<file path="config.mk">
export PLATFORM = sky130hd
export DESIGN_NAME = sprite_colour_key_rle_encoder_top_flat
export DESIGN_NICKNAME = d
export VERILOG_FILES = /design/src/design/scrle_pkg.sv /design/src/design/scrle_if.sv /design/src/design/scrle_front.sv /design/src/design/scrle_fifo.sv /design/src/design/scrle_back.sv /design/src/design/sprite_colour_key_rle_encoder_top.sv /design/src/flat_wrapper.sv
export SDC_FILE = /design/constraint.sdc
export NUM_CORES = 1
export LEC_CHECK = 0
export BUFFER_PORTS_ARGS = -buffer_cell sky130_fd_sc_hd__clkbuf_2
export CAP_MARGIN = 10
export CELL_PAD_IN_SITES_DETAIL_PLACEMENT = 0
export CELL_PAD_IN_SITES_GLOBAL_PLACEMENT = 1
export CORE_MARGIN = 2
export CORE_UTILIZATION = 40
export DETAILED_ROUTE_END_ITERATION = 12
export HOLD_SLACK_MARGIN = 0.08
export PLACE_DENSITY_LB_ADDON = 0.1
export REMOVE_ABC_BUFFERS = 1
export SETUP_SLACK_MARGIN = 0.2
export SLEW_MARGIN = 5
export SYNTH_ARGS = -nofsm -noshare
export SYNTH_HDL_FRONTEND = slang
export SYNTH_SLANG_ARGS = --single-unit
</file>
<file path="constraint.sdc">
create_clock -name i_clk -period 17.9 [get_ports i_clk]
set_input_delay 0.895 -clock i_clk [delete_from_list [all_inputs] [get_ports i_clk]]
set_output_delay 0.895 -clock i_clk [all_outputs]
set_load 0.02 [all_outputs]
</file>
<file path="src/design/scrle_pkg.sv">
package scrle_pkg;

    // Image and field geometry
    localparam int MAX_DIM   = 4096;
    localparam int DIM_W     = 13;
    localparam int COL_W     = 12;
    localparam int LISTED_W  = 14;
    localparam int PIX_W     = 24;
    localparam int WORD_W    = 32;
    localparam int PITCH_W   = 16;
    localparam int KEY_W     = 24;
    localparam int PIX565_W  = 16;
    localparam int KIND_W    = 3;
    localparam int NTOK      = 6;

    // Command queue between front and back
    localparam int QUEUE_DEPTH = 4;
    localparam int QPTR_W      = 2;

    // Configuration port
    localparam int PADDR_W = 4;
    localparam int PDATA_W = 32;
    localparam logic [1:0] REG_PITCH  = 2'd0;
    localparam logic [1:0] REG_WIDTH  = 2'd1;
    localparam logic [1:0] REG_HEIGHT = 2'd2;
    localparam logic [1:0] REG_KEY    = 2'd3;

    localparam logic [PITCH_W-1:0] PITCH_RESET  = 16'd1280;
    localparam logic [DIM_W-1:0]   WIDTH_RESET  = 13'd64;
    localparam logic [DIM_W-1:0]   HEIGHT_RESET = 13'd64;
    localparam logic [KEY_W-1:0]   KEY_RESET    = 24'd0;

    localparam logic [WORD_W-1:0] ROW_CHANGED_BIT = 32'h8000_0000;
    localparam logic [WORD_W-1:0] TERMINATOR_WORD = 32'hffff_ffff;

    // Token kinds; the code doubles as the bit position in the back's token mask
    typedef enum logic [KIND_W-1:0] {
        KIND_SKIP   = 3'd0,
        KIND_RANGE  = 3'd1,
        KIND_PIXEL  = 3'd2,
        KIND_LENGTH = 3'd3,
        KIND_TERM   = 3'd4,
        KIND_NULL   = 3'd5
    } t_kind;

    typedef struct packed {
        logic [PITCH_W-1:0] pitch;
        logic [DIM_W-1:0]   width;
        logic [DIM_W-1:0]   height;
        logic [KEY_W-1:0]   key;
    } t_cfg;

    // One classified pixel: which tokens it causes and their raw operands
    typedef struct packed {
        logic                open;
        logic                row_changed;
        logic [DIM_W-1:0]    row_delta;
        logic [DIM_W:0]      col_delta;
        logic [DIM_W-1:0]    range_first;
        logic [DIM_W-1:0]    range_last;
        logic [COL_W-1:0]    run_column;
        logic                pixel;
        logic [PIX565_W-1:0] pix565;
        logic                close;
        logic [DIM_W-1:0]    length;
        logic                fin;
        logic [DIM_W-1:0]    null_first;
        logic [DIM_W-1:0]    null_last;
    } t_cmd;

    // Clamp a dimension register to 1..MAX_DIM
    function automatic logic [DIM_W-1:0] clamp_dim(input logic [DIM_W-1:0] v);
        logic [DIM_W-1:0] r;
        r = v;
        if (v == '0) begin
            r = DIM_W'(1);
        end else if (v > DIM_W'(MAX_DIM)) begin
            r = DIM_W'(MAX_DIM);
        end
        return r;
    endfunction

    // 24-bit RGB-in-word pixel (red in the top byte) to RGB565
    function automatic logic [PIX565_W-1:0] pack565(input logic [PIX_W-1:0] p);
        return {p[23:19], p[15:10], p[7:3]};
    endfunction

endpackage

</file>
<file path="src/design/scrle_if.sv">
interface scrle_pix_if;
    logic                          valid;
    logic                          ready;
    logic [scrle_pkg::PIX_W-1:0]   pixel;

    modport source (output valid, output pixel, input ready);
    modport sink   (input valid, input pixel, output ready);
endinterface

interface scrle_tok_if;
    logic                          valid;
    logic                          ready;
    logic [scrle_pkg::KIND_W-1:0]  kind;
    logic [scrle_pkg::WORD_W-1:0]  word;
    logic [scrle_pkg::DIM_W-1:0]   row_first;
    logic [scrle_pkg::DIM_W-1:0]   row_last;
    logic [scrle_pkg::COL_W-1:0]   run_column;
    logic                          last;

    modport source (output valid, output kind, output word, output row_first,
                    output row_last, output run_column, output last, input ready);
    modport sink   (input valid, input kind, input word, input row_first,
                    input row_last, input run_column, input last, output ready);
endinterface

</file>
<file path="src/design/scrle_front.sv">
module scrle_front (
    input  logic              i_clk,
    input  logic              i_rst_n,
    input  scrle_pkg::t_cfg   i_cfg,
    scrle_pix_if.sink         i_pix,
    input  logic              i_full,
    output logic              o_push,
    output scrle_pkg::t_cmd   o_cmd
);

    logic [scrle_pkg::COL_W-1:0]    r_column,    n_column;
    logic [scrle_pkg::DIM_W-1:0]    r_row,       n_row;
    logic [scrle_pkg::DIM_W-1:0]    r_prev_col,  n_prev_col;
    logic [scrle_pkg::DIM_W-1:0]    r_prev_row,  n_prev_row;
    logic [scrle_pkg::LISTED_W-1:0] r_listed,    n_listed;
    logic                           r_in_run,    n_in_run;

    logic                           accept;
    logic                           opaque, open, close_tr, close_re, row_end, img_end;
    logic [scrle_pkg::DIM_W-1:0]    w, h, col_ext, col_next, row_next, prev_col_eff;
    logic [scrle_pkg::LISTED_W-1:0] listed_eff, listed_inc, listed_eff_inc;

    assign i_pix.ready = !i_full;
    assign accept      = i_pix.valid && !i_full;

    // Classify the pixel against the current position
    always_comb begin
        w              = scrle_pkg::clamp_dim(i_cfg.width);
        h              = scrle_pkg::clamp_dim(i_cfg.height);
        col_ext        = {1'b0, r_column};
        col_next       = col_ext + scrle_pkg::DIM_W'(1);
        row_next       = r_row + scrle_pkg::DIM_W'(1);
        opaque         = (i_pix.pixel != i_cfg.key);
        open           = opaque && !r_in_run;
        close_tr       = !opaque && r_in_run;
        row_end        = (col_next >= w);
        img_end        = row_end && (row_next >= h);
        close_re       = row_end && opaque;
        prev_col_eff   = open ? col_ext : r_prev_col;
        listed_eff     = open ? {1'b0, r_row} : r_listed;
        listed_inc     = r_listed + scrle_pkg::LISTED_W'(1);
        listed_eff_inc = listed_eff + scrle_pkg::LISTED_W'(1);
    end

    // Build the command word for the queue
    always_comb begin
        o_cmd.open        = open;
        o_cmd.row_changed = (r_row != r_prev_row);
        o_cmd.row_delta   = r_row - r_prev_row;
        o_cmd.col_delta   = {1'b0, col_ext} - {1'b0, r_prev_col};
        o_cmd.range_first = listed_inc[scrle_pkg::DIM_W-1:0];
        o_cmd.range_last  = r_row;
        o_cmd.run_column  = r_column;
        o_cmd.pixel       = opaque;
        o_cmd.pix565      = scrle_pkg::pack565(i_pix.pixel);
        o_cmd.close       = close_tr || close_re;
        o_cmd.length      = close_tr ? (col_ext - r_prev_col) : (col_next - prev_col_eff);
        o_cmd.fin         = img_end;
        o_cmd.null_first  = listed_eff_inc[scrle_pkg::DIM_W-1:0];
        o_cmd.null_last   = h;
        o_push            = accept && (opaque || close_tr || img_end);
    end

    // Advance the raster position and run bookkeeping
    always_comb begin
        n_column   = r_column;
        n_row      = r_row;
        n_prev_col = r_prev_col;
        n_prev_row = r_prev_row;
        n_listed   = r_listed;
        n_in_run   = r_in_run;
        if (accept) begin
            priority if (img_end) begin
                n_column   = '0;
                n_row      = '0;
                n_prev_col = '0;
                n_prev_row = '0;
                n_listed   = '1;
                n_in_run   = 1'b0;
            end else begin
                n_column = row_end ? '0 : col_next[scrle_pkg::COL_W-1:0];
                n_row    = row_end ? row_next : r_row;
                n_in_run = opaque && !row_end;
                if (open) begin
                    n_listed = {1'b0, r_row};
                end
                priority if (close_re) begin
                    n_prev_col = col_next;
                    n_prev_row = r_row;
                end else if (close_tr || open) begin
                    n_prev_col = col_ext;
                    n_prev_row = r_row;
                end else begin
                    n_prev_col = r_prev_col;
                end
            end
        end
    end

    always_ff @(posedge i_clk) begin
        if (!i_rst_n) begin
            r_column   <= '0;
            r_row      <= '0;
            r_prev_col <= '0;
            r_prev_row <= '0;
            r_listed   <= '1;
            r_in_run   <= 1'b0;
        end else begin
            r_column   <= n_column;
            r_row      <= n_row;
            r_prev_col <= n_prev_col;
            r_prev_row <= n_prev_row;
            r_listed   <= n_listed;
            r_in_run   <= n_in_run;
        end
    end

endmodule

</file>
<file path="src/design/scrle_fifo.sv">
module scrle_fifo (
    input  logic              i_clk,
    input  logic              i_rst_n,
    input  logic              i_push,
    input  scrle_pkg::t_cmd   i_cmd,
    input  logic              i_pop,
    output scrle_pkg::t_cmd   o_cmd,
    output logic              o_empty,
    output logic              o_full
);

    scrle_pkg::t_cmd                r_mem [scrle_pkg::QUEUE_DEPTH];
    logic [scrle_pkg::QPTR_W-1:0]   r_wptr, r_rptr;
    logic [scrle_pkg::QPTR_W:0]     r_count;

    assign o_cmd   = r_mem[r_rptr];
    assign o_empty = (r_count == '0);
    assign o_full  = (r_count == (scrle_pkg::QPTR_W+1)'(scrle_pkg::QUEUE_DEPTH));

    // Store command words
    always_ff @(posedge i_clk) begin
        if (i_push) begin
            r_mem[r_wptr] <= i_cmd;
        end
    end

    // Move pointers and fill count
    always_ff @(posedge i_clk) begin
        if (!i_rst_n) begin
            r_wptr  <= '0;
            r_rptr  <= '0;
            r_count <= '0;
        end else begin
            if (i_push) begin
                r_wptr <= r_wptr + scrle_pkg::QPTR_W'(1);
            end
            if (i_pop) begin
                r_rptr <= r_rptr + scrle_pkg::QPTR_W'(1);
            end
            unique case ({i_push, i_pop})
                2'b10:   r_count <= r_count + (scrle_pkg::QPTR_W+1)'(1);
                2'b01:   r_count <= r_count - (scrle_pkg::QPTR_W+1)'(1);
                default: r_count <= r_count;
            endcase
        end
    end

endmodule

</file>
<file path="src/design/scrle_back.sv">
module scrle_back (
    input  logic                              i_clk,
    input  logic                              i_rst_n,
    input  logic [scrle_pkg::PITCH_W-1:0]     i_pitch,
    input  scrle_pkg::t_cmd                   i_cmd,
    input  logic                              i_empty,
    output logic                              o_pop,
    scrle_tok_if.source                       o_tok
);

    logic                              r_valid;
    scrle_pkg::t_kind                  r_kind;
    logic [scrle_pkg::WORD_W-1:0]      r_word;
    logic [scrle_pkg::DIM_W-1:0]       r_first, r_last;
    logic [scrle_pkg::COL_W-1:0]       r_col;
    logic                              r_fin;
    logic [scrle_pkg::NTOK-1:0]        r_done, n_done;

    logic                              load;
    logic [scrle_pkg::NTOK-1:0]        mask, rem, sel, left;
    scrle_pkg::t_kind                  kind;
    logic [scrle_pkg::WORD_W-1:0]      prod, skip_word;
    logic [scrle_pkg::WORD_W-1:0]      word;
    logic [scrle_pkg::DIM_W-1:0]       first, last_row;
    logic [scrle_pkg::COL_W-1:0]       col;
    logic                              fin;

    assign o_tok.valid      = r_valid;
    assign o_tok.kind       = r_kind;
    assign o_tok.word       = r_word;
    assign o_tok.row_first  = r_first;
    assign o_tok.row_last   = r_last;
    assign o_tok.run_column = r_col;
    assign o_tok.last       = r_fin;

    // Pick the next outstanding token of the head command
    always_comb begin
        mask = {i_cmd.fin, i_cmd.fin, i_cmd.close, i_cmd.pixel, i_cmd.open, i_cmd.open};
        rem  = mask & ~r_done;
        priority if (rem[scrle_pkg::KIND_SKIP]) begin
            kind = scrle_pkg::KIND_SKIP;
        end else if (rem[scrle_pkg::KIND_RANGE]) begin
            kind = scrle_pkg::KIND_RANGE;
        end else if (rem[scrle_pkg::KIND_PIXEL]) begin
            kind = scrle_pkg::KIND_PIXEL;
        end else if (rem[scrle_pkg::KIND_LENGTH]) begin
            kind = scrle_pkg::KIND_LENGTH;
        end else if (rem[scrle_pkg::KIND_TERM]) begin
            kind = scrle_pkg::KIND_TERM;
        end else begin
            kind = scrle_pkg::KIND_NULL;
        end
        sel   = scrle_pkg::NTOK'(1) << kind;
        left  = rem & ~sel;
        load  = !i_empty && (!r_valid || o_tok.ready);
        o_pop = load && (left == '0);
    end

    // Skip word: row delta times pitch plus twice the signed column delta, bit 31 set on a row change
    always_comb begin
        prod      = scrle_pkg::WORD_W'(i_pitch) * scrle_pkg::WORD_W'(i_cmd.row_delta);
        skip_word = prod + {{(scrle_pkg::WORD_W-scrle_pkg::DIM_W-2){i_cmd.col_delta[scrle_pkg::DIM_W]}},
                            i_cmd.col_delta, 1'b0};
        if (i_cmd.row_changed) begin
            skip_word = skip_word | scrle_pkg::ROW_CHANGED_BIT;
        end
    end

    // Form the token payload
    always_comb begin
        word     = '0;
        first    = '0;
        last_row = '0;
        col      = '0;
        fin      = 1'b0;
        unique case (kind)
            scrle_pkg::KIND_SKIP: begin
                word = skip_word;
            end
            scrle_pkg::KIND_RANGE: begin
                first    = i_cmd.range_first;
                last_row = i_cmd.range_last;
                col      = i_cmd.run_column;
            end
            scrle_pkg::KIND_PIXEL: begin
                word = scrle_pkg::WORD_W'(i_cmd.pix565);
            end
            scrle_pkg::KIND_LENGTH: begin
                word = scrle_pkg::WORD_W'({i_cmd.length, 1'b0});
            end
            scrle_pkg::KIND_TERM: begin
                word = scrle_pkg::TERMINATOR_WORD;
            end
            scrle_pkg::KIND_NULL: begin
                first    = i_cmd.null_first;
                last_row = i_cmd.null_last;
                fin      = 1'b1;
            end
            default: begin
                word = '0;
            end
        endcase
    end

    // Track tokens already sent for the head command
    always_comb begin
        n_done = r_done;
        if (load) begin
            n_done = (left == '0) ? '0 : (r_done | sel);
        end
    end

    always_ff @(posedge i_clk) begin
        if (!i_rst_n) begin
            r_valid <= 1'b0;
            r_done  <= '0;
        end else begin
            r_done <= n_done;
            if (load) begin
                r_valid <= 1'b1;
            end else if (o_tok.ready) begin
                r_valid <= 1'b0;
            end
        end
    end

    // Hold the output word until taken
    always_ff @(posedge i_clk) begin
        if (load) begin
            r_kind  <= kind;
            r_word  <= word;
            r_first <= first;
            r_last  <= last_row;
            r_col   <= col;
            r_fin   <= fin;
        end
    end

endmodule

</file>
<file path="src/design/sprite_colour_key_rle_encoder_top.sv">
// Colour-key run-length encoder for sprites.
// i_pix carries one 24-bit pixel per word in raster order; o_tok carries
// tokens (skip, row range, RGB565 pixel, length, terminator, null range).
// Pixels equal to the key colour are dropped; each opaque run gives a skip
// word, a row range, its pixel words and a length word; the image ends with a
// terminator and a null range flagged with last.
// The front classifies one pixel per cycle while the queue has room and, for
// each pixel that causes tokens, pushes a command into a 4-entry queue; the
// back expands each command into 1 to 6 tokens, one token per cycle through
// an output register while the receiver takes them. So the sustained rate is
// set by the token port and by how many tokens each pixel causes: up to 6 for
// a pixel that opens a run and ends the image, 1 for a plain opaque pixel.
// When the receiver stalls, the token holds, the queue fills and i_pix.ready
// drops. Synchronous reset clears position, queue and output valid, and loads
// the default registers (pitch 1280, 64 x 64, key 0). The user must write
// registers through the APB port only while the block is idle; the block
// itself does not enforce this.
module sprite_colour_key_rle_encoder_top (
    input  logic                              i_clk,
    input  logic                              i_rst_n,
    scrle_pix_if.sink                         i_pix,
    scrle_tok_if.source                       o_tok,
    input  logic                              psel,
    input  logic                              penable,
    input  logic                              pwrite,
    input  logic [scrle_pkg::PADDR_W-1:0]     paddr,
    input  logic [scrle_pkg::PDATA_W-1:0]     pwdata,
    output logic [scrle_pkg::PDATA_W-1:0]     prdata,
    output logic                              pready
);

    logic [scrle_pkg::PITCH_W-1:0] r_pitch;
    logic [scrle_pkg::DIM_W-1:0]   r_width;
    logic [scrle_pkg::DIM_W-1:0]   r_height;
    logic [scrle_pkg::KEY_W-1:0]   r_key;

    scrle_pkg::t_cfg cfg;
    scrle_pkg::t_cmd push_cmd, head_cmd;
    logic            push, pop, q_empty, q_full, wr_en;

    assign pready = 1'b1;
    assign wr_en  = psel && penable && pwrite;
    assign cfg    = '{pitch: r_pitch, width: r_width, height: r_height, key: r_key};

    // Write configuration registers
    always_ff @(posedge i_clk) begin
        if (!i_rst_n) begin
            r_pitch  <= scrle_pkg::PITCH_RESET;
            r_width  <= scrle_pkg::WIDTH_RESET;
            r_height <= scrle_pkg::HEIGHT_RESET;
            r_key    <= scrle_pkg::KEY_RESET;
        end else if (wr_en) begin
            unique case (paddr[3:2])
                scrle_pkg::REG_PITCH:  r_pitch  <= pwdata[scrle_pkg::PITCH_W-1:0];
                scrle_pkg::REG_WIDTH:  r_width  <= pwdata[scrle_pkg::DIM_W-1:0];
                scrle_pkg::REG_HEIGHT: r_height <= pwdata[scrle_pkg::DIM_W-1:0];
                scrle_pkg::REG_KEY:    r_key    <= pwdata[scrle_pkg::KEY_W-1:0];
                default:               r_key    <= r_key;
            endcase
        end
    end

    // Read back configuration registers
    always_comb begin
        unique case (paddr[3:2])
            scrle_pkg::REG_PITCH:  prdata = scrle_pkg::PDATA_W'(r_pitch);
            scrle_pkg::REG_WIDTH:  prdata = scrle_pkg::PDATA_W'(r_width);
            scrle_pkg::REG_HEIGHT: prdata = scrle_pkg::PDATA_W'(r_height);
            scrle_pkg::REG_KEY:    prdata = scrle_pkg::PDATA_W'(r_key);
            default:               prdata = '0;
        endcase
    end

    scrle_front u_front (
        .i_clk   (i_clk),
        .i_rst_n (i_rst_n),
        .i_cfg   (cfg),
        .i_pix   (i_pix),
        .i_full  (q_full),
        .o_push  (push),
        .o_cmd   (push_cmd)
    );

    scrle_fifo u_fifo (
        .i_clk   (i_clk),
        .i_rst_n (i_rst_n),
        .i_push  (push),
        .i_cmd   (push_cmd),
        .i_pop   (pop),
        .o_cmd   (head_cmd),
        .o_empty (q_empty),
        .o_full  (q_full)
    );

    scrle_back u_back (
        .i_clk   (i_clk),
        .i_rst_n (i_rst_n),
        .i_pitch (r_pitch),
        .i_cmd   (head_cmd),
        .i_empty (q_empty),
        .o_pop   (pop),
        .o_tok   (o_tok)
    );

`ifndef SYNTHESIS
    // The front never pushes into a full queue
    assert property (@(posedge i_clk) disable iff (!i_rst_n) push |-> !q_full)
        else $error("command pushed into full queue");

    // The back never pops an empty queue
    assert property (@(posedge i_clk) disable iff (!i_rst_n) pop |-> !q_empty)
        else $error("command popped from empty queue");

    // Only the null range closes the image
    assert property (@(posedge i_clk) disable iff (!i_rst_n)
        (o_tok.valid && o_tok.last) |-> (o_tok.kind == scrle_pkg::KIND_NULL))
        else $error("last flag on a token other than the null range");
`endif

endmodule

</file>
<file path="src/flat_wrapper.sv">
// flat-port wrapper written by rule: the top's interface ports become plain ports
module sprite_colour_key_rle_encoder_top_flat 
  (i_clk, i_rst_n, psel, penable, pwrite, paddr, pwdata, prdata, pready, i_pix_valid, i_pix_pixel, i_pix_ready, o_tok_valid, o_tok_kind, o_tok_word, o_tok_row_first, o_tok_row_last, o_tok_run_column, o_tok_last, o_tok_ready);
  scrle_pix_if i_pix_i ();
  scrle_tok_if o_tok_i ();
  input  logic i_clk;
  input  logic i_rst_n;
  input  logic psel;
  input  logic penable;
  input  logic pwrite;
  input  logic [scrle_pkg::PADDR_W-1:0] paddr;
  input  logic [scrle_pkg::PDATA_W-1:0] pwdata;
  output logic [scrle_pkg::PDATA_W-1:0] prdata;
  output logic pready;
  input wire logic [$bits(i_pix_i.valid)-1:0] i_pix_valid;
  input wire logic [$bits(i_pix_i.pixel)-1:0] i_pix_pixel;
  output wire logic [$bits(i_pix_i.ready)-1:0] i_pix_ready;
  output wire logic [$bits(o_tok_i.valid)-1:0] o_tok_valid;
  output wire logic [$bits(o_tok_i.kind)-1:0] o_tok_kind;
  output wire logic [$bits(o_tok_i.word)-1:0] o_tok_word;
  output wire logic [$bits(o_tok_i.row_first)-1:0] o_tok_row_first;
  output wire logic [$bits(o_tok_i.row_last)-1:0] o_tok_row_last;
  output wire logic [$bits(o_tok_i.run_column)-1:0] o_tok_run_column;
  output wire logic [$bits(o_tok_i.last)-1:0] o_tok_last;
  input wire logic [$bits(o_tok_i.ready)-1:0] o_tok_ready;
  assign i_pix_i.valid = i_pix_valid;
  assign i_pix_i.pixel = i_pix_pixel;
  assign i_pix_ready = i_pix_i.ready;
  assign o_tok_valid = o_tok_i.valid;
  assign o_tok_kind = o_tok_i.kind;
  assign o_tok_word = o_tok_i.word;
  assign o_tok_row_first = o_tok_i.row_first;
  assign o_tok_row_last = o_tok_i.row_last;
  assign o_tok_run_column = o_tok_i.run_column;
  assign o_tok_last = o_tok_i.last;
  assign o_tok_i.ready = o_tok_ready;
  sprite_colour_key_rle_encoder_top u_core (.i_clk(i_clk), .i_rst_n(i_rst_n), .i_pix(i_pix_i), .o_tok(o_tok_i), .psel(psel), .penable(penable), .pwrite(pwrite), .paddr(paddr), .pwdata(pwdata), .prdata(prdata), .pready(pready));
endmodule
</file>
==> run_summary.xml, run 1 <==
<?xml version="1.0" encoding="UTF-8"?>
<metrics>
  <group name="timing">
    <metric name="grt_setup_unrepaired" unit="">no</metric>
    <metric name="worst_clock_skew" unit="ps">32.22</metric>
    <metric name="setup_tns" unit="ps">0</metric>
    <metric name="worst-slew-pin-transition" unit="ps">1137</metric>
    <metric name="finalCriticalPeriod" unit="ps">8918</metric>
    <metric name="layout_setup_ws" unit="ps">8982</metric>
    <metric name="worst_slew_margin_rel" unit="%">23.42</metric>
    <metric name="min_period_over_period" unit="%">49.82</metric>
    <metric name="timing.final.hold_violations" unit="">0</metric>
    <metric name="timing.fmax" unit="MHz">112.1</metric>
    <metric name="hold-worst-slack" unit="ps">463.7</metric>
    <metric name="timing.final.setup_violations" unit="">0</metric>
    <metric name="finalMaxSlewViolations" unit="">0</metric>
  </group>
  <group name="floorplanning">
    <metric name="total_die_area" unit="um2">100800</metric>
    <metric name="top_level_ports" unit="">176</metric>
    <metric name="initial_utilization" unit="%">40.52</metric>
    <metric name="dieHeight" unit="um">317.5</metric>
    <metric name="die_w" unit="um">317.5</metric>
    <metric name="fp-row-count" unit="">114</metric>
    <metric name="floorplan.core_area" unit="um2">96990</metric>
  </group>
  <group name="clocking">
    <metric name="hold_buffer_count_at_cts" unit="">0</metric>
    <metric name="postCtsSetupBuffers" unit="">0</metric>
    <metric name="path_clk_slew" unit="ps">60</metric>
    <metric name="clock_tree.buffer_depth" unit="">3</metric>
    <metric name="tritoncts.num_buffers" unit="">81</metric>
    <metric name="post_cts_repair_resize_count" unit="">0</metric>
    <metric name="worstSkewPairLatency" unit="ps">660</metric>
    <metric name="htree_num_levels" unit="">3</metric>
    <metric name="cts_root_buf" unit="">clkbuf_16</metric>
    <metric name="clock_sink_total" unit="">721</metric>
    <metric name="tritoncts_clock_tree" unit="">yes</metric>
  </group>
  <group name="setup_path">
    <metric name="crit_path_max_fanout" unit="">16</metric>
    <metric name="cp_common_cell" unit="">fa_1</metric>
    <metric name="cp_top_family" unit="">adder cells</metric>
    <metric name="required" unit="ps">18240</metric>
    <metric name="buffer_and_inverter_count_on_the_worst_path" unit="">4</metric>
    <metric name="cp-end-kind" unit="">flop</metric>
    <metric name="critical_path.slowest_cell" unit="">mux4_2</metric>
    <metric name="cp.arrival" unit="ps">9260</metric>
    <metric name="timing.critical_path.slowest_cell_delay" unit="ps">730</metric>
    <metric name="crit_type" unit="">flop to flop</metric>
    <metric name="worstSetupStartpointType" unit="">flop</metric>
  </group>
  <group name="synthesis">
    <metric name="netlist_area" unit="um2">39300</metric>
    <metric name="synth_sequential_area_ratio" unit="%">51.34</metric>
    <metric name="synth-edff-count" unit="">574</metric>
    <metric name="ys_dominant_reg_cell" unit="">edfxtp_1</metric>
    <metric name="synth.ff_latch_count" unit="">721</metric>
    <metric name="post_synth_cell_types" unit="">77</metric>
    <metric name="synth_async_sr_flop_share" unit="%">0</metric>
    <metric name="synth_area_per_cell" unit="um2">12.64</metric>
    <metric name="synthesis.instances" unit="">3110</metric>
    <metric name="synth.yosys.warnings" unit="">0</metric>
  </group>
  <group name="detailed_routing">
    <metric name="drt_iter0_markers" unit="">1706</metric>
    <metric name="detail_route.vias_per_cell" unit="">5.360</metric>
    <metric name="routed_wire_length_per_instance" unit="um">23.15</metric>
    <metric name="route.vias.total" unit="">24500</metric>
    <metric name="detailedRoute.firstPassIterationCount" unit="">5</metric>
    <metric name="detail_route.wirelength" unit="um">105800</metric>
    <metric name="drt_drc_violations_left" unit="">0</metric>
    <metric name="antenna_left" unit="">0</metric>
  </group>
  <group name="power_and_ir_drop">
    <metric name="report.power.total" unit="uW">5087</metric>
    <metric name="p_per_area" unit="nW/um2">115.3</metric>
    <metric name="worst_ir_drop_vdd" unit="mV">0.09131</metric>
    <metric name="power_frac_clock" unit="%">34.1</metric>
    <metric name="switchingPower" unit="uW">1559</metric>
    <metric name="seqPwrFrac" unit="%">40.8</metric>
    <metric name="total_leakage_power" unit="uW">0.01683</metric>
    <metric name="intPower" unit="uW">3528</metric>
    <metric name="part_of_the_total_power_dissipated_in_combinational_logic" unit="%">25.0</metric>
    <metric name="sw_frac_of_total" unit="%">30.65</metric>
  </group>
  <group name="cells_and_area">
    <metric name="syn_to_final_growth" unit="%">12.26</metric>
    <metric name="number_of_filler_cells_placed_in_the_layout" unit="">8858</metric>
    <metric name="post_route_cells_drive_above_1_share" unit="%">14.65</metric>
    <metric name="layout.nets" unit="">3628</metric>
  </group>
  <group name="placement">
    <metric name="placement.setup.worst_slack" unit="ps">8980</metric>
    <metric name="final_estimated_routing_congestion_in_global_placement" unit="">0.7996</metric>
    <metric name="detailed_place_hpwl" unit="um">73680</metric>
    <metric name="port-buffer-count" unit="">156</metric>
  </group>
  <group name="global_route">
    <metric name="globalRoute.totalOverflow" unit="">0</metric>
    <metric name="grt_pass1_wl" unit="um">159000</metric>
    <metric name="grt_start_max_net_pins" unit="">113</metric>
    <metric name="grt_util_all_layers" unit="%">20.97</metric>
    <metric name="via_count_of_the_first_global_routing_pass" unit="">25480</metric>
    <metric name="antenna_found_initial" unit="">15</metric>
  </group>
  <group name="status">
    <metric name="outcome" unit="">complete, no violations</metric>
  </group>
  <group name="run">
    <metric name="maxcap_viol_count" unit="">0</metric>
  </group>
  <group name="min_path">
    <metric name="min_path_type" unit="">flop to flop</metric>
  </group>
</metrics>
## metrics by stage
stage	std cells	utilization (%)	instance area (um2)
2_1_floorplan	2957	-	38660
3_3_place_gp	4418	42.61	41330
3_5_place_dp	4418	42.61	41330
4_1_cts	4567	45.48	44110
5_1_grt	4568	45.48	44110
6_report	4571	45.49	44120
## area by class of cell
class,count,area [um2],share of cell area [%]
sequential,721,20190,45.75
multi-input combinational,1933,17390,39.40
clock buffer,102,2178,4.937
tap,1276,1597,3.618
inverter,303,1137,2.578
timing repair buffer,185,1026,2.325
clock inverter,47,601.8,1.364
antenna,4,10.01,0.02269
## cells by family (layout without fill, tap and decap cells)
kind of cell    count (synthesis)  in the layout  share of synthesized area [%]
compound gates                424            424                          7.281
xor+xnor                      162            162                          3.610
fa+ha+maj                     336            336                          13.73
buf+inv                       463            637                          4.594
flops                         721            721                          51.34
mux                           203            203                          9.570
other cells                     2             13                        0.01911
simple gates                  799            799                          9.850
## cell usage after synthesis, drive strengths merged (11+ instances only)
library cell	instances	area share, %
dfxtp	147	7.5
nor3	22	0.29
clkbuf	118	1.1
ha	177	5.6
nor3b	12	0.23
a21boi	62	1.2
o22ai	13	0.21
inv	302	2.9
and3	37	0.59
a22o	42	0.94
nor2	94	0.90
mux2i	63	1.6
xor2	61	1.4
edfxtp	574	44
nand3	60	0.76
mux4	138	7.9
o21a	15	0.29
nand2	334	3.2
xnor2	101	2.3
o21bai	12	0.23
and2	127	2.0
nand4	11	0.18
o21ai	84	1.1
buf	42	0.57
nand2b	17	0.27
nor2b	58	0.92
a21oi	95	1.2
fa	159	8.1
a21o	31	0.59
## path summary, 6_finish.rpt
kind / from / to / slack (ps) / depth (start not counted)
setup reg to reg: flop / u_core.u_back.o_tok.word[31] / 8980 / 31
hold reg to reg: u_core.u_front.r_prev_row[2] / u_core.u_front.r_prev_row[2] / 460 / 2
setup / recovery: flop / u_core.u_back.o_tok.word[31] / 8980 / 31
hold / removal: u_core.u_front.r_prev_row[2] / u_core.u_front.r_prev_row[2] / 460 / 2
## metal layers
layer | vias to the layer above | routed length (um) | part of all wire (%) | track usage, %
li1 | 11240 | - | - | -
met5 | - | 90 | 0.085 | 0
met3 | 172 | 6048 | 5.7 | 4.041
met1 | 12500 | 48090 | 45 | 28.96
met4 | 14 | 3140 | 3.0 | 6.614
met2 | 579 | 48430 | 46 | 33.48
## registers in the layout (all words and copies together) (netlist names), 16 cells and up, named ones only
name / cells
u_core.u_fifo.r_mem: 500
u_core.u_back.o_tok.word: 32
u_core.r_pitch: 16
u_core.r_key: 24
## worst reg2reg max path: cells and delay by family, from the launching register on
| kind | cells | cell delay (ps) |
|---|---|---|
| AOI/OAI and AO/OA | 14 | 2710 |
| xor gates and xnor gates | 2 | 390 |
| adders and majority gates | 7 | 3310 |
| buffers and inverters | 4 | 190 |
| DFF | 1 | 560 |
| muxes | 1 | 750 |
| and+or+nand+nor | 3 | 690 |
## power by group through the flow
stage,registers [uW],clock network [uW],logic (uW)
2_1_floorplan,2210,0,783
3_3_place_gp,2110,0,1280
3_5_place_dp,2110,0,1290
4_1_cts,2080,1780,1300
5_1_grt,2090,1850,1400
6_report,2080,1740,1270
## cell usage in the layout (no fill, tap or decap), types with 9 or more instances in the layout
| cell type | Yosys | final |
|---|---|---|
| clkinv_1 | 1 | 11 |
| bufinv_16 | 0 | 12 |
| a21oi_1 | 93 | 92 |
| clkbuf_1 | 118 | 16 |
| nor3_1 | 21 | 20 |
| nand3_1 | 60 | 60 |
| fa_1 | 159 | 159 |
| conb_1 | 2 | 9 |
| o21bai_1 | 12 | 12 |
| buf_4 | 9 | 28 |
| inv_1 | 299 | 299 |
| xor2_1 | 61 | 61 |
| clkbuf_2 | 0 | 155 |
| xnor2_1 | 101 | 101 |
| nor3b_1 | 12 | 10 |
| o21a_1 | 15 | 15 |
| a22o_1 | 42 | 42 |
| and2_1 | 126 | 122 |
| dfxtp_1 | 147 | 145 |
| nand4_1 | 11 | 11 |
| and3_1 | 37 | 37 |
| o21ai_0 | 73 | 73 |
| ha_1 | 177 | 176 |
| nand2_1 | 333 | 333 |
| o22ai_1 | 13 | 13 |
| edfxtp_1 | 574 | 574 |
| clkbuf_16 | 0 | 83 |
| a21o_1 | 31 | 31 |
| nor2_1 | 93 | 92 |
| mux2i_1 | 63 | 63 |
| o221ai_1 | 10 | 10 |
| clkinv_2 | 0 | 12 |
| a21boi_0 | 62 | 62 |
| a31oi_1 | 10 | 10 |
| nand2b_1 | 17 | 17 |
| nor2b_1 | 58 | 58 |
| mux4_2 | 138 | 138 |
No activity file was read; power rests on OpenSTA's default activity.
==> inputs of run 2 (changes only) <==
- ABC_AREA: unset -> 1
- clock period: 17.9 -> 7.6 ns (I/O delays scaled with it)
==> run_summary.xml, run 2 <==
<?xml version="1.0" encoding="UTF-8"?>
<metrics>
  <group name="status">
    <metric name="outcome" unit="">complete, no violations</metric>
  </group>
  <group name="global_route">
    <metric name="antenna_found_initial" unit="">3</metric>
    <metric name="globalRoute.totalOverflow" unit="">0</metric>
    <metric name="grt.met3_usage" unit="%">4.193</metric>
    <metric name="grt_pass1_wl" unit="um">184300</metric>
    <metric name="gr-max-usage-layer" unit="">met2</metric>
    <metric name="groute.layer.met1.usage" unit="%">34.63</metric>
    <metric name="grt_start_max_net_pins" unit="">77</metric>
    <metric name="global_route.usage.met2" unit="%">36.60</metric>
    <metric name="via_count_of_the_first_global_routing_pass" unit="">29360</metric>
    <metric name="grt_util_all_layers" unit="%">23.79</metric>
  </group>
  <group name="synthesis">
    <metric name="synth.ff_latch_count" unit="">721</metric>
    <metric name="ys_dominant_reg_cell" unit="">edfxtp_1</metric>
    <metric name="synth.largest_area_cell" unit="">edfxtp_1</metric>
    <metric name="netlist_top_cells_count" unit="">nand2_1, nor2_1, edfxtp_1</metric>
    <metric name="synth-edff-count" unit="">574</metric>
    <metric name="synthesis.instances" unit="">4213</metric>
    <metric name="post_synth_main_area_contributors" unit="">edfxtp_1, fa_1, dfxtp_1</metric>
    <metric name="synth_area_per_cell" unit="um2">9.546</metric>
    <metric name="post-synth-top-count-cell" unit="">nand2_1</metric>
    <metric name="netlist_area" unit="um2">40220</metric>
    <metric name="synthDominantCellAreaShare" unit="%">42.86</metric>
    <metric name="synth_async_sr_flop_share" unit="%">0</metric>
    <metric name="post_synth_cell_types" unit="">58</metric>
    <metric name="synth_sequential_area_ratio" unit="%">50.18</metric>
    <metric name="synth.yosys.warnings" unit="">0</metric>
  </group>
  <group name="timing">
    <metric name="finalCriticalPeriod" unit="ps">7084</metric>
    <metric name="grt_setup_unrepaired" unit="">yes</metric>
    <metric name="worst_slew_margin_rel" unit="%">27.62</metric>
    <metric name="finalMaxSlewViolations" unit="">0</metric>
    <metric name="timing.final.setup_violations" unit="">0</metric>
    <metric name="worst-slew-pin-transition" unit="ps">1083</metric>
    <metric name="min_period_over_period" unit="%">93.21</metric>
    <metric name="timing.fmax" unit="MHz">141.2</metric>
    <metric name="timing.final.hold_violations" unit="">0</metric>
    <metric name="worst_clock_skew" unit="ps">50.50</metric>
  </group>
  <group name="setup_path">
    <metric name="cp_top_family" unit="">adder cells</metric>
    <metric name="crit_path_max_fanout" unit="">17</metric>
    <metric name="cp-end-kind" unit="">flop</metric>
    <metric name="buffer_and_inverter_count_on_the_worst_path" unit="">8</metric>
    <metric name="cp.arrival" unit="ps">7470</metric>
    <metric name="timing.critical_path.slowest_cell_delay" unit="ps">550</metric>
    <metric name="crit_type" unit="">flop to flop</metric>
    <metric name="worstSetupStartpointType" unit="">flop</metric>
    <metric name="critical_path.slowest_cell" unit="">fa_1</metric>
    <metric name="required" unit="ps">7980</metric>
  </group>
  <group name="cells_and_area">
    <metric name="mostFrequentLayoutCell" unit="">nand2_1</metric>
    <metric name="mostFrequentLayoutCells" unit="">nand2_1, nor2_1, edfxtp_1</metric>
    <metric name="syn_to_final_growth" unit="%">16.23</metric>
    <metric name="antenna_cells_inserted" unit="">0</metric>
    <metric name="max_reg_flops" unit="">500</metric>
    <metric name="layout.nets" unit="">4890</metric>
    <metric name="final_standard_cell_utilization_of_the_core" unit="%">46.81</metric>
    <metric name="final_design_area_no_fill" unit="um2">46750</metric>
    <metric name="post_route_cells_drive_above_1_share" unit="%">12.15</metric>
    <metric name="max_flop_register" unit="">u_core.u_fifo.r_mem</metric>
  </group>
  <group name="detailed_routing">
    <metric name="detail_route.vias_per_cell" unit="">5.190</metric>
    <metric name="route.vias.total" unit="">30360</metric>
    <metric name="routed_wire_length_per_instance" unit="um">21.11</metric>
    <metric name="antenna_left" unit="">0</metric>
    <metric name="drt_iter0_markers" unit="">2056</metric>
    <metric name="detailedRoute.firstPassIterationCount" unit="">6</metric>
    <metric name="drt_drc_violations_left" unit="">0</metric>
    <metric name="detail_route.wirelength" unit="um">123500</metric>
  </group>
  <group name="min_path">
    <metric name="timing.hold.worst.start" unit="">pwdata[2]</metric>
    <metric name="min_path_type" unit="">primary input to flop</metric>
  </group>
  <group name="clocking">
    <metric name="clock_sink_total" unit="">721</metric>
    <metric name="tritoncts_clock_tree" unit="">yes</metric>
    <metric name="htree_num_levels" unit="">3</metric>
    <metric name="clock_tree.buffer_depth" unit="">3</metric>
    <metric name="worstSkewPairLatency" unit="ps">670</metric>
    <metric name="cts_root_buf" unit="">clkbuf_16</metric>
    <metric name="path_clk_slew" unit="ps">60</metric>
    <metric name="tritoncts.num_buffers" unit="">82</metric>
  </group>
  <group name="floorplanning">
    <metric name="dieHeight" unit="um">321.1</metric>
    <metric name="die_w" unit="um">321.1</metric>
    <metric name="top_level_ports" unit="">176</metric>
    <metric name="total_die_area" unit="um2">103100</metric>
    <metric name="floorplan.core_area" unit="um2">99860</metric>
    <metric name="fp-row-count" unit="">116</metric>
    <metric name="initial_utilization" unit="%">40.28</metric>
  </group>
  <group name="power_and_ir_drop">
    <metric name="report.power.total" unit="uW">13530</metric>
    <metric name="total_leakage_power" unit="uW">0.01960</metric>
    <metric name="p_per_area" unit="nW/um2">289.5</metric>
    <metric name="worst_ir_drop_vdd" unit="mV">0.2156</metric>
  </group>
  <group name="placement">
    <metric name="detailed_place_hpwl" unit="um">87090</metric>
    <metric name="postPlaceCellArea" unit="um2">43200</metric>
    <metric name="final_estimated_routing_congestion_in_global_placement" unit="">0.8535</metric>
    <metric name="port-buffer-count" unit="">156</metric>
  </group>
  <group name="run">
    <metric name="maxcap_viol_count" unit="">0</metric>
  </group>
</metrics>
run 2: cell type report:
type / count / area [um2]
clock inverters: 45 / 493.0
inverters: 512 / 1953
multi-input cells: 2812 / 17660
repair buffers: 356 / 2611
repair inverters: 2 / 18.77
fillers: 9619 / 53110
well taps: 1298 / 1624
clock buffers: 103 / 2202
flip-flops and latches: 721 / 20190
run 2: logic make-up after synthesis:
group	Yosys count	synth area share (%)
AO/OA/AOI/OAI	809	11.22
adder cells (fa/ha/maj)	336	13.42
XOR/XNOR	122	2.657
AND/OR/NAND/NOR	1535	15.74
other	2	0.01867
buffers and inverters	688	6.770
flip-flops	721	50.18
run 2: metal layers:
layer  up-vias  wire length [um]
met5         -                27
met3       153              6970
met2       731             54490
met1     14810             59160
li1      14660                 -
met4         4              2823
run 2: tightest hold or removal path, delay by kind of cell:
kind	cells	cell delay, ps
buffers and inverters	1	180
and+or+nand+nor	2	160
run 2: final timing paths:
kind	to	slack (ps)	cells after the start
max	u_core.u_back.o_tok.word[27]	520	31
min	u_core.r_width[2]	120	3
max reg2reg	u_core.u_back.o_tok.word[27]	520	31
min reg2reg	u_core.u_fifo.r_count[0]	450	1
run 2: power breakdown:
| group | switching, uW | internal [uW] |
|---|---|---|
| combinational | 2960 | 1820 |
| sequential | 101 | 4710 |
| clock | 1670 | 2280 |
| total | 4720 | 8810 |
run 2: per-stage QoR:
stage	TNS [ps]	std cells	setup slack (ps)	hold WS [ps]
CTS	0	5831	250.2	90.24
floorplan	-859440	4044	-5854	421.7
detailed placement	0	5645	137.3	443.6
global placement	0	5645	212.7	438.4
global route	0	5849	124.3	116.7
finish	0	5849	516.2	121.6
run 2: what timing repair did:
action / CTS / global route
gates resized for setup: 1 / 80
pin swaps: 0 / 27
buffers inserted: 0 / 15
cloned: 0 / 3
hold buffers: 38 / 0
endpoints found under the hold margin: 100 / 0
endpoints found under the setup margin: 4 / 16
